**src/hdl/swat_pkg.sv**
```systemverilog
// Shared types, field widths and codes for the sensor window average table.
package swat_pkg;

   localparam int SLOT_FIELD_W = 3;
   localparam int ID_W         = 16;
   localparam int TEMP_W       = 16;
   localparam int TIME_W       = 32;

   localparam int REQ_SLOT_LO  = 0;
   localparam int REQ_SID_LO   = REQ_SLOT_LO + SLOT_FIELD_W;
   localparam int REQ_RID_LO   = REQ_SID_LO + ID_W;
   localparam int REQ_TEMP_LO  = REQ_RID_LO + ID_W;
   localparam int REQ_TIME_LO  = REQ_TEMP_LO + TEMP_W;
   localparam int REQ_USED_W   = REQ_TIME_LO + TIME_W;
   localparam int REQ_DATA_W   = ((REQ_USED_W + 7) / 8) * 8;

   localparam int RSP_ROOM_LO  = 0;
   localparam int RSP_AVG_LO   = RSP_ROOM_LO + ID_W;
   localparam int RSP_TIME_LO  = RSP_AVG_LO + TEMP_W;
   localparam int RSP_USED_W   = RSP_TIME_LO + TIME_W;
   localparam int RSP_DATA_W   = ((RSP_USED_W + 7) / 8) * 8;

   localparam logic KIND_LOAD   = 1'b0;
   localparam logic KIND_SAMPLE = 1'b1;

   typedef enum logic [3:0] {
      ST_IDLE = 4'b0001,
      ST_SLOT = 4'b0010,
      ST_SUM  = 4'b0100,
      ST_DIV  = 4'b1000
   } state_type;

endpackage

```
**src/hdl/sensor_window_average_table.sv**
```systemverilog
// Top level: per-slot state memory, sample ring memory and the item sequencer.
// A map load or an unknown id is answered after the slot read step; a matched sample passes
// through the slot read, ring read and divide steps, and the result waits while the output is stalled.
// One item is in work at a time: a new beat is taken only once the last result is registered.
// Synchronous reset empties the table; per-slot valid bits make every slot read as zero.
module sensor_window_average_table import swat_pkg::*; #(
   parameter int SLOTS  = 8,
   parameter int WINDOW = 5
) (
   input  logic                  clock,
   input  logic                  reset,
   input  logic                  req_tvalid,
   output logic                  req_tready,
   // slot, sensor, room, temperature, timestamp, zero fill
   input  logic [REQ_DATA_W-1:0] req_tdata,
   // kind
   input  logic                  req_tuser,
   output logic                  rsp_tvalid,
   input  logic                  rsp_tready,
   // room_id_out, average, last_time
   output logic [RSP_DATA_W-1:0] rsp_tdata,
   // found
   output logic                  rsp_tuser
);

   localparam int IW    = (SLOTS > 1) ? $clog2(SLOTS) : 1;
   localparam int WPW   = (WINDOW > 1) ? $clog2(WINDOW) : 1;
   localparam int SUM_W = TEMP_W + $clog2(WINDOW);
   localparam int DEPTH = SLOTS * WINDOW;
   localparam int AW    = (DEPTH > 1) ? $clog2(DEPTH) : 1;

   typedef struct packed {
      logic [ID_W-1:0]   room;
      logic [TIME_W-1:0] last_time;
      logic [SUM_W-1:0]  sum;
      logic [WPW-1:0]    wpos;
      logic              full;
   } slot_entry_type;

   state_type state_ff, state_in;

   logic              kind_ff, kind_in;
   logic              slot_ok_ff, slot_ok_in;
   logic [ID_W-1:0]   sid_ff, sid_in;
   logic [ID_W-1:0]   rid_ff, rid_in;
   logic [TEMP_W-1:0] temp_ff, temp_in;
   logic [TIME_W-1:0] time_ff, time_in;
   logic              hit_ff, hit_in;
   logic [IW-1:0]     idx_ff, idx_in;
   logic [AW-1:0]     addr_ff, addr_in;
   slot_entry_type    entry_ff, entry_in;

   logic              rsp_valid_ff, rsp_valid_in;
   logic              rsp_found_ff, rsp_found_in;
   logic [RSP_DATA_W-1:0] rsp_data_ff, rsp_data_in;

   slot_entry_type    slot_mem [SLOTS];
   slot_entry_type    slot_rd_ff;
   logic              slot_rv_ff;
   logic              slot_vld_ff [SLOTS];
   logic              slot_rd_en, slot_we;
   logic [IW-1:0]     slot_rd_idx, slot_wr_idx;
   slot_entry_type    slot_wr_data;

   logic [TEMP_W-1:0] smp_mem [DEPTH];
   logic [TEMP_W-1:0] smp_rd_ff;
   logic              smp_rd_en, smp_we;

   logic              accept, out_free;
   logic              hit;
   logic [IW-1:0]     hit_idx;
   logic              id_we;
   logic              div_load;
   logic signed [TEMP_W-1:0] quotient;
   slot_entry_type    entry_cur;
   logic [TEMP_W-1:0] old_smp;
   logic signed [SUM_W-1:0] new_sum;
   logic [WPW-1:0]    wpos_next;

   swat_match #(.SLOTS(SLOTS), .IDX_W(IW)) u_match (
      .clock   (clock),
      .reset   (reset),
      .wr_en   (id_we),
      .wr_idx  (idx_ff),
      .wr_id   (sid_ff),
      .look_id (req_tdata[REQ_SID_LO +: ID_W]),
      .hit     (hit),
      .hit_idx (hit_idx)
   );

   swat_divide #(.SUM_W(SUM_W), .DIVISOR(WINDOW)) u_divide (
      .clock    (clock),
      .load     (div_load),
      .sum_in   (new_sum),
      .quotient (quotient)
   );

   assign req_tready = (state_ff == ST_IDLE);
   assign accept     = req_tvalid && req_tready;
   assign out_free   = !rsp_valid_ff || rsp_tready;
   assign rsp_tvalid = rsp_valid_ff;
   assign rsp_tdata  = rsp_data_ff;
   assign rsp_tuser  = rsp_found_ff;

   assign entry_cur = slot_rv_ff ? slot_rd_ff : '0;
   assign old_smp   = entry_ff.full ? smp_rd_ff : '0;
   assign new_sum   = $signed(entry_ff.sum) - SUM_W'($signed(old_smp))
                      + SUM_W'($signed(temp_ff));
   assign wpos_next = (entry_ff.wpos == WPW'(WINDOW - 1)) ? '0 : entry_ff.wpos + 1'b1;

   always_comb begin
      state_in     = state_ff;
      kind_in      = kind_ff;
      slot_ok_in   = slot_ok_ff;
      sid_in       = sid_ff;
      rid_in       = rid_ff;
      temp_in      = temp_ff;
      time_in      = time_ff;
      hit_in       = hit_ff;
      idx_in       = idx_ff;
      addr_in      = addr_ff;
      entry_in     = entry_ff;
      rsp_valid_in = rsp_valid_ff && !rsp_tready;
      rsp_found_in = rsp_found_ff;
      rsp_data_in  = rsp_data_ff;
      slot_rd_en   = 1'b0;
      slot_rd_idx  = hit_idx;
      slot_we      = 1'b0;
      slot_wr_idx  = idx_ff;
      slot_wr_data = '0;
      smp_rd_en    = 1'b0;
      smp_we       = 1'b0;
      id_we        = 1'b0;
      div_load     = 1'b0;

      unique case (state_ff)
         ST_IDLE: begin
            if (accept) begin
               kind_in    = req_tuser;
               slot_ok_in = int'(req_tdata[REQ_SLOT_LO +: SLOT_FIELD_W]) < SLOTS;
               sid_in     = req_tdata[REQ_SID_LO +: ID_W];
               rid_in     = req_tdata[REQ_RID_LO +: ID_W];
               temp_in    = req_tdata[REQ_TEMP_LO +: TEMP_W];
               time_in    = req_tdata[REQ_TIME_LO +: TIME_W];
               hit_in     = hit;
               idx_in     = (req_tuser == KIND_LOAD)
                            ? IW'(req_tdata[REQ_SLOT_LO +: SLOT_FIELD_W]) : hit_idx;
               slot_rd_en = 1'b1;
               state_in   = ST_SLOT;
            end
         end
         ST_SLOT: begin
            if (kind_ff == KIND_LOAD) begin
               if (out_free) begin
                  rsp_valid_in = 1'b1;
                  rsp_found_in = slot_ok_ff;
                  rsp_data_in  = '0;
                  if (slot_ok_ff) begin
                     rsp_data_in[RSP_ROOM_LO +: ID_W] = rid_ff;
                     slot_we           = 1'b1;
                     slot_wr_data.room = rid_ff;
                     id_we             = 1'b1;
                  end
                  state_in = ST_IDLE;
               end
            end else if (!hit_ff) begin
               if (out_free) begin
                  rsp_valid_in = 1'b1;
                  rsp_found_in = 1'b0;
                  rsp_data_in  = '0;
                  state_in     = ST_IDLE;
               end
            end else begin
               entry_in  = entry_cur;
               addr_in   = AW'(AW'(idx_ff) * AW'(WINDOW)) + AW'(entry_cur.wpos);
               smp_rd_en = 1'b1;
               state_in  = ST_SUM;
            end
         end
         ST_SUM: begin
            smp_we                 = 1'b1;
            slot_we                = 1'b1;
            slot_wr_data.room      = entry_ff.room;
            slot_wr_data.last_time = time_ff;
            slot_wr_data.sum       = new_sum;
            slot_wr_data.wpos      = wpos_next;
            slot_wr_data.full      = entry_ff.full || (entry_ff.wpos == WPW'(WINDOW - 1));
            div_load               = 1'b1;
            state_in               = ST_DIV;
         end
         ST_DIV: begin
            if (out_free) begin
               rsp_valid_in = 1'b1;
               rsp_found_in = 1'b1;
               rsp_data_in  = '0;
               rsp_data_in[RSP_ROOM_LO +: ID_W]   = entry_ff.room;
               rsp_data_in[RSP_AVG_LO +: TEMP_W]  = quotient;
               rsp_data_in[RSP_TIME_LO +: TIME_W] = time_ff;
               state_in = ST_IDLE;
            end
         end
         default: begin
            state_in = ST_IDLE;
         end
      endcase
   end

   always_ff @(posedge clock) begin
      if (reset) begin
         state_ff     <= ST_IDLE;
         rsp_valid_ff <= 1'b0;
      end else begin
         state_ff     <= state_in;
         rsp_valid_ff <= rsp_valid_in;
      end
   end

   always_ff @(posedge clock) begin
      kind_ff      <= kind_in;
      slot_ok_ff   <= slot_ok_in;
      sid_ff       <= sid_in;
      rid_ff       <= rid_in;
      temp_ff      <= temp_in;
      time_ff      <= time_in;
      hit_ff       <= hit_in;
      idx_ff       <= idx_in;
      addr_ff      <= addr_in;
      entry_ff     <= entry_in;
      rsp_found_ff <= rsp_found_in;
      rsp_data_ff  <= rsp_data_in;
   end

   always_ff @(posedge clock) begin
      for (int i = 0; i < SLOTS; i++) begin
         if (reset) begin
            slot_vld_ff[i] <= 1'b0;
         end else if (slot_we && (slot_wr_idx == IW'(i))) begin
            slot_vld_ff[i] <= 1'b1;
         end
      end
   end

   always_ff @(posedge clock) begin
      if (slot_we) begin
         slot_mem[slot_wr_idx] <= slot_wr_data;
      end
      if (slot_rd_en) begin
         slot_rd_ff <= slot_mem[slot_rd_idx];
         slot_rv_ff <= slot_vld_ff[slot_rd_idx];
      end
   end

   always_ff @(posedge clock) begin
      if (smp_we) begin
         smp_mem[addr_ff] <= temp_ff;
      end
      if (smp_rd_en) begin
         smp_rd_ff <= smp_mem[addr_in];
      end
   end

endmodule

```
**src/hdl/swat_match.sv**
```systemverilog
// Sensor id registers with a parallel lookup that returns the lowest matching slot.
module swat_match import swat_pkg::*; #(
   parameter int SLOTS = 8,
   parameter int IDX_W = 3
) (
   input  logic             clock,
   input  logic             reset,
   input  logic             wr_en,
   input  logic [IDX_W-1:0] wr_idx,
   input  logic [ID_W-1:0]  wr_id,
   input  logic [ID_W-1:0]  look_id,
   output logic             hit,
   output logic [IDX_W-1:0] hit_idx
);

   logic [ID_W-1:0] ids_ff [SLOTS];
   logic [ID_W-1:0] ids_in [SLOTS];

   always_comb begin
      for (int i = 0; i < SLOTS; i++) begin
         ids_in[i] = ids_ff[i];
      end
      if (wr_en) begin
         ids_in[wr_idx] = wr_id;
      end
   end

   always_ff @(posedge clock) begin
      for (int i = 0; i < SLOTS; i++) begin
         if (reset) begin
            ids_ff[i] <= '0;
         end else begin
            ids_ff[i] <= ids_in[i];
         end
      end
   end

   always_comb begin
      hit     = 1'b0;
      hit_idx = '0;
      for (int i = SLOTS - 1; i >= 0; i--) begin
         if (ids_ff[i] == look_id) begin
            hit     = 1'b1;
            hit_idx = IDX_W'(i);
         end
      end
   end

endmodule

```
**src/hdl/swat_divide.sv**
```systemverilog
// Signed division of the window sum by a constant through a reciprocal multiply.
module swat_divide import swat_pkg::*; #(
   parameter int SUM_W   = 19,
   parameter int DIVISOR = 5
) (
   input  logic                     clock,
   input  logic                     load,
   input  logic signed [SUM_W-1:0]  sum_in,
   output logic signed [TEMP_W-1:0] quotient
);

   localparam int    LOG_D   = $clog2(DIVISOR);
   localparam int    SHIFT   = SUM_W + LOG_D;
   localparam int    RECIP_W = SUM_W + 1;
   localparam int    PROD_W  = SUM_W + RECIP_W;
   localparam longint RECIP_L = (longint'(1) << SHIFT) / DIVISOR + 1;
   localparam logic [RECIP_W-1:0] RECIP = RECIP_W'(RECIP_L);

   logic             neg_ff, neg_in;
   logic [SUM_W-1:0] mag_ff, mag_in;
   logic [PROD_W-1:0] prod;
   logic [TEMP_W-1:0] quot_mag;

   always_comb begin
      neg_in = neg_ff;
      mag_in = mag_ff;
      if (load) begin
         neg_in = sum_in[SUM_W-1];
         mag_in = sum_in[SUM_W-1] ? SUM_W'(-sum_in) : SUM_W'(sum_in);
      end
   end

   always_ff @(posedge clock) begin
      neg_ff <= neg_in;
      mag_ff <= mag_in;
   end

   assign prod     = PROD_W'(mag_ff) * PROD_W'(RECIP);
   assign quot_mag = TEMP_W'(prod >> SHIFT);
   assign quotient = neg_ff ? $signed(-quot_mag) : $signed(quot_mag);

endmodule

```
**config.mk**
```make
export PLATFORM = sky130hd
export DESIGN_NAME = sensor_window_average_table
export DESIGN_NICKNAME = d
export VERILOG_FILES = /design/src/hdl/swat_pkg.sv /design/src/hdl/sensor_window_average_table.sv /design/src/hdl/swat_match.sv /design/src/hdl/swat_divide.sv
export SDC_FILE = /design/constraint.sdc
export NUM_CORES = 2
export LEC_CHECK = 0
export ABC_AREA = 1
export BUFFER_PORTS_ARGS = -buffer_cell sky130_fd_sc_hd__buf_2
export CORE_MARGIN = 2
export CORE_UTILIZATION = 60
export CTS_CLUSTER_DIAMETER = 150
export DETAILED_ROUTE_END_ITERATION = 8
export PLACE_DENSITY = 0.89
export SLEW_MARGIN = 20
export SYNTH_ARGS = -nofsm -noshare
export SYNTH_HDL_FRONTEND = slang
export SYNTH_SLANG_ARGS = --single-unit
```
**constraint.sdc**
```tcl
create_clock -name clock -period 10.9 [get_ports clock]
set_input_delay 0.545 -clock clock [delete_from_list [all_inputs] [get_ports clock]]
set_output_delay 0.545 -clock clock [all_outputs]
set_load 0.02 [all_outputs]
```
* Word-level counts from Yosys, hierarchy flattened *
Memory sizes are Yosys's and may differ from the RTL's. A register that Yosys moved wholly into a read port is not among the register bits.
Cells that the tools add are included.

cells by class
  reductions and logical operators = 21
  bitwise operators = 17
  equal/unequal tests = 25
  $lt $le $gt $ge = 2
  multipliers = 2
  mux-type cells = 103
  $add $sub $neg = 6

operator list
  operator                number
  $mux 64                 5
  $mux 16                 13
  $bwmux 128              1
  $eq 16x16->1            8
  $mux 128                1
  $pmux 64 s2             1
  $mux 1                  56
  $mux 55                 1
  $demux 16 s3            1
  $mul 19x20->38 const B  1
  $pmux 16 s2             1
  $mux 3                  10
  $mux 4                  5
  $add 19x16->19          1
  $neg 19->19             1
  $sub 19x16->19          1
  $mux 18                 1
  $mux 6                  3
  $neg 16->16             1
  $or 1x1->1              16
  $pmux 4 s4              1
  $eq 3x3->1 const B      5
  $logic_and 1x1->1       11
  $ne 3x3->1 const B      3
  23 further kinds        28

word-level totals
  input bits = 93
  memories = 4
  bits in writable memories = 1,344
  output and inout bits = 67
  bits in registers = 220

memories
  name            words  width  rd ports  clocked after memory_dff  write ports  line                               text
  smp_mem         40     16     1         1                         1            sensor_window_average_table.sv:65  logic [TEMP_W-1:0] smp_mem [DEPTH];
  slot_mem        8      71     1         1                         1            sensor_window_average_table.sv:57  slot_entry_type slot_mem [SLOTS];
  u_match.ids_ff  8      16     8         0                         8            swat_match.sv:16                   logic [ID_W-1:0] ids_ff [SLOTS];
  slot_vld_ff     8      1      1         1                         8            sensor_window_average_table.sv:60  logic slot_vld_ff [SLOTS];

* Logic depth before layout (Yosys ltp) *
An unclocked memory read counts as a cell.

  depth in word-level cells = 11
  gate-level depth with buffers = 33

* By module *
Synthesis repeated with hierarchy kept, for this count alone.

second synthesis, totals
  cell total of the unflattened synthesis = 6,369
  area total of the unflattened synthesis = 65,213.8 um^2

by module, submodules not included
  module                       area an instance (um^2)  cells each  instances  sequential area each (um^2)
  sensor_window_average_table  50,836.3                 4,405       1          36,394.9
  swat_divide                  7,860.0                  1,076       1          600.6
  swat_match                   6,517.5                  888         1          2,562.5

* Worst setup path before layout *
OpenSTA, ideal clock, no wires.

  path kind = reg-to-reg
  start = register state_ff[0]
  end = register hit_ff (enable)
  stages on the path, launching flop included = 5
  data required time = 10.289 ns
  slack = 3.930 ns
  arrival = 6.359 ns
  path through = dfxtp_1 inv_1 nor3_1 inv_1 nor2_1

between the ends
  longest elaborated chain between the ends = 3

ends and longest elaborated chain
  element                         line                                text
  from (decl)                     sensor_window_average_table.sv:40   state_type state_ff, state_in;
  from (signal assigned)          sensor_window_average_table.sv:213  state_ff <= state_in;
  $eq 4x1->1 (*)                  sensor_window_average_table.sv:98   assign req_tready = (state_ff == ST_IDLE);
  via req_tready                  sensor_window_average_table.sv:13   output logic req_tready,
  $logic_and 1x1->1               sensor_window_average_table.sv:99   assign accept = req_tvalid && req_tready;
  $reduce_and 2->1 (no line) (*)  -
  to (signal assigned)            sensor_window_average_table.sv:225  hit_ff <= hit_in;
  to (decl)                       sensor_window_average_table.sv:48   logic hit_ff, hit_in;

Mark *: on every way through the listed nets, which the timed path passes. The rest lies on a longest branch.
A chain may end at the register's enable or synchronous reset.

* Final worst setup path *
  start = register u_divide.mag_ff[13]
  end = register rsp_data_ff[28], in the netlist rsp_tdata[28] (data pin)

between the ends
  longest elaborated chain between the ends = 5

ends and longest elaborated chain
  element                 line                                text
  from (decl)             swat_divide.sv:20                   logic [SUM_W-1:0] mag_ff, mag_in;
  from (signal assigned)  swat_divide.sv:35                   mag_ff <= mag_in;
  $mul 19x20->38 (*)      swat_divide.sv:38                   assign prod = PROD_W'(mag_ff) * PROD_W'(RECIP);
  $neg 16->16             swat_divide.sv:40                   assign quotient = neg_ff ? $signed(-quot_mag) : $signed(quot_mag);
  $mux 16 (*)             swat_divide.sv:40
  $mux 64 (*)             sensor_window_average_table.sv:192  if (out_free) begin
  $pmux 64 s2 (*)         sensor_window_average_table.sv:136  unique case (state_ff)
  to (signal assigned)    sensor_window_average_table.sv:230  rsp_data_ff <= rsp_data_in;
  to (decl)               sensor_window_average_table.sv:55   logic [RSP_DATA_W-1:0] rsp_data_ff, rsp_data_in;

Every way passes the cells marked *; elsewhere a longest branch is shown, timed or not. The select of a mux whose other input is x is not followed.

==> metrics <==
outcome=completed; Max clock buf depth=3; 1st-iter DRT viols=7165; most frequent cells in the layout=1224 x edfxtp_1, 1104 x nand2_1, 1005 x inv_1; Ports=160; fin crit share=56.41%; Std-Cell Core Area=~110000 um2; sequential cell area=39560 um2; TritonCTS clock tree=yes; Synth Warn #=0; setup_tns=0 ns; RSZ-0062 raised after global routing=false; Crit Path Category=flop to flop; DRC=0; Final Max Tran Viols=0; Synth cell types=slightly above 50; nets=6759; Startpoint Class=flop; Final min period=6.149 ns; count of final hold-check violations=0; gr ovfl total=0; GRT Overall Usage=29.90%; vias per inst=6.071; Clock Skew=0.03698 ns; multi-input logic area=20140 um2; count of H-tree levels built during CTS=4; Die Wd=333.1 um; maxcap violations=0; number of global-route vias before repair=around 47000; WL per Instance=21.48 um; WP data required=11.42 ns; most common cell after layout, fill and taps aside=edfxtp_1; Final Util=67.17%; FP Rows=120; first-pass GRT wire length=258000 um; P_leak=29.36 nW; Synth area leaders=edfxtp_1 57%, nand2_1 6.4%, inv_1 5.9%; CTS Root Cell=clkbuf_16; Mapped Area=64970 um2; Clock Latency Late Sink=0.77 ns; die area=110900 um2; critical-path maximum fanout=6; Synth Instances=6223; Starting Density=a little over 60%; Mapped Avg Cell Area=10.44 um2; # Post-CTS Setup Buffers=0; antenna violations before repair=3; syn nets=approximately 6600; total clock sinks=1364; power per cell area=between 150 and 200 nW/um2; Die Span Y=around 330 um; post-synth top area cell=edfxtp_1; Critical Path End Type=flop; Cells after DPL=between 7000 and 8000; HPWL after DPL=slightly below 100000 um; Fill cells=6937; share of layout cells above drive strength 1=under 10%; Fin Hold WS=0.05194 ns; TritonCTS Buffers=137; Max Clk Rate=162.6 MHz; Post-DRT Antenna Nets=0; maximum number of pins on one net before global-route repair=239; register area share after synthesis=60.89%; Worst EP arrival=6.67 ns; relative slew slack=about 18%; RD Place Congestion=approximately 0.94; Clock transition at path regs=around 0.070 ns; Hold Path Class=input pin to flop; Vias=47950; IO Port Bufs=154; DR pass1 iterations=9; Yosys top cell area share=between 50% and 60%; Syn-to-layout area delta=10.84%; #FFs+latches synth=1364; IR Drop Worst-Case VDD=261.5 uV; Least-Margin Pin Slew=1.233 ns; Final Setup Violations=0; routed wire length=~170000 um; non-filler instance count after layout=about 8000
state kept, by name (all words and copies together) (netlist names), 3 cells and up:
| register | flops |
|---|---|
| rsp_tdata | 64 |
| u_match.ids_ff | 128 |
| smp_rd_ff | 16 |
| slot_mem | 312 |
| temp_ff | 16 |
| sid_ff | 16 |
| addr_ff | 6 |
| slot_vld_ff | 8 |
| u_divide.mag_ff | 19 |
| idx_ff | 3 |
| time_ff | 32 |
| entry_ff | 39 |
| smp_mem | 640 |
| slot_rd_ff | 39 |
| rid_ff | 16 |
| state_ff | 4 |
final cells by class:
class | count | share of cell area, %
Sequential cell | 1364 | 54.93
Inverter | 1033 | 5.398
Timing Repair Buffer | 318 | 3.065
Antenna cell | 2 | 0.006950
Clock buffer | 180 | 5.244
Clock inverter | 71 | 0.9487
Tap cell | 1403 | 2.438
Multi-Input combinational cell | 3527 | 27.97
worst max-delay path, stage by stage (launching register included):
cell	delay, ns
edfxtp_1	0.50
ha_1	0.36
inv_1	0.08
fa_1	0.57
fa_1	0.56
inv_1	0.07
fa_1	0.49
fa_1	0.49
inv_1	0.05
fa_1	0.47
inv_1	0.04
ha_1	0.42
nand2_1	0.08
inv_1	0.11
nand2_1	0.12
nor3_1	0.27
nand3_1	0.21
nand3_1	0.16
nand2_1	0.06
nand2_1	0.10
nor2_1	0.07
nand3_1	0.14
nand2_1	0.15
nand3_1	0.17
nand2_1	0.07
nand2_1	0.06
nor2_1	0.05
through the flow:
| step | power [mW] | area, um2 | worst slack [ns] |
|---|---|---|---|
| after floorplan | 8.060 | 64970 | 3.930 |
| after global placement | 8.814 | 66880 | 4.881 |
| after detailed placement | 8.946 | 66880 | 4.773 |
| after CTS | 13.59 | 71980 | 4.769 |
| after global routing | 14.10 | 72010 | 4.284 |
| final | 13.70 | 72010 | 4.751 |
cell usage after synthesis, drive strengths merged:
cell type	count
a21boi	2
nor4	7
clkbuf	163
o211ai	146
nand3b	5
buf	136
or2	19
o21ai	426
xor2	43
nor2	428
o2111ai	1
a21o	2
fa	118
nand4	29
a31oi	4
ha	167
inv	1030
o221ai	34
dfxtp	140
nand2	1110
nor3b	1
xnor2	76
a21oi	191
a211oi	3
o21a	1
and2	3
edfxtp	1224
nand3	584
clkinv	3
o21bai	40
o22ai	49
nor3	38
power by group:
group	switching, mW	total (mW)	internal (mW)
sequential	0.0883	6.08	6.00
clock	2.06	4.68	2.62
combinational	2.17	2.93	0.761
per-layer routing:
metal	wire length [um]	share of wire [%]	global-route usage, %
met5	19	0.011	0
met4	9056	5.3	15.72
met3	20470	12	6.779
met2	81870	48	49.71
met1	58260	34	36.62
worst paths after layout:
path                                             from                    end  slack [ns]  cells after the start
worst min register to register  u_match.ids_ff[1][39]  u_match.ids_ff[1][39]        0.47                      2
worst max-delay path              u_divide.mag_ff[13]          rsp_tdata[28]        4.75                     26
worst max register to register    u_divide.mag_ff[13]          rsp_tdata[28]        4.75                     26
worst min-delay path                            reset  u_match.ids_ff[1][59]        0.05                      2
cell families after synthesis:
logic type,synth area share [%]
and+or+nand+nor,14.40
DFF,60.89
adders and majority gates,6.852
buffers and inverters,8.227
xor gates and xnor gates,1.616
AOI/OAI and AO/OA,8.023
what timing repair did:
action / in CTS / in global routing
hold buffers: 64 / 0
gates resized for setup: 0 / 0
hold endpoints to repair: 64 / 0
Power figures use the tool's default switching activity.
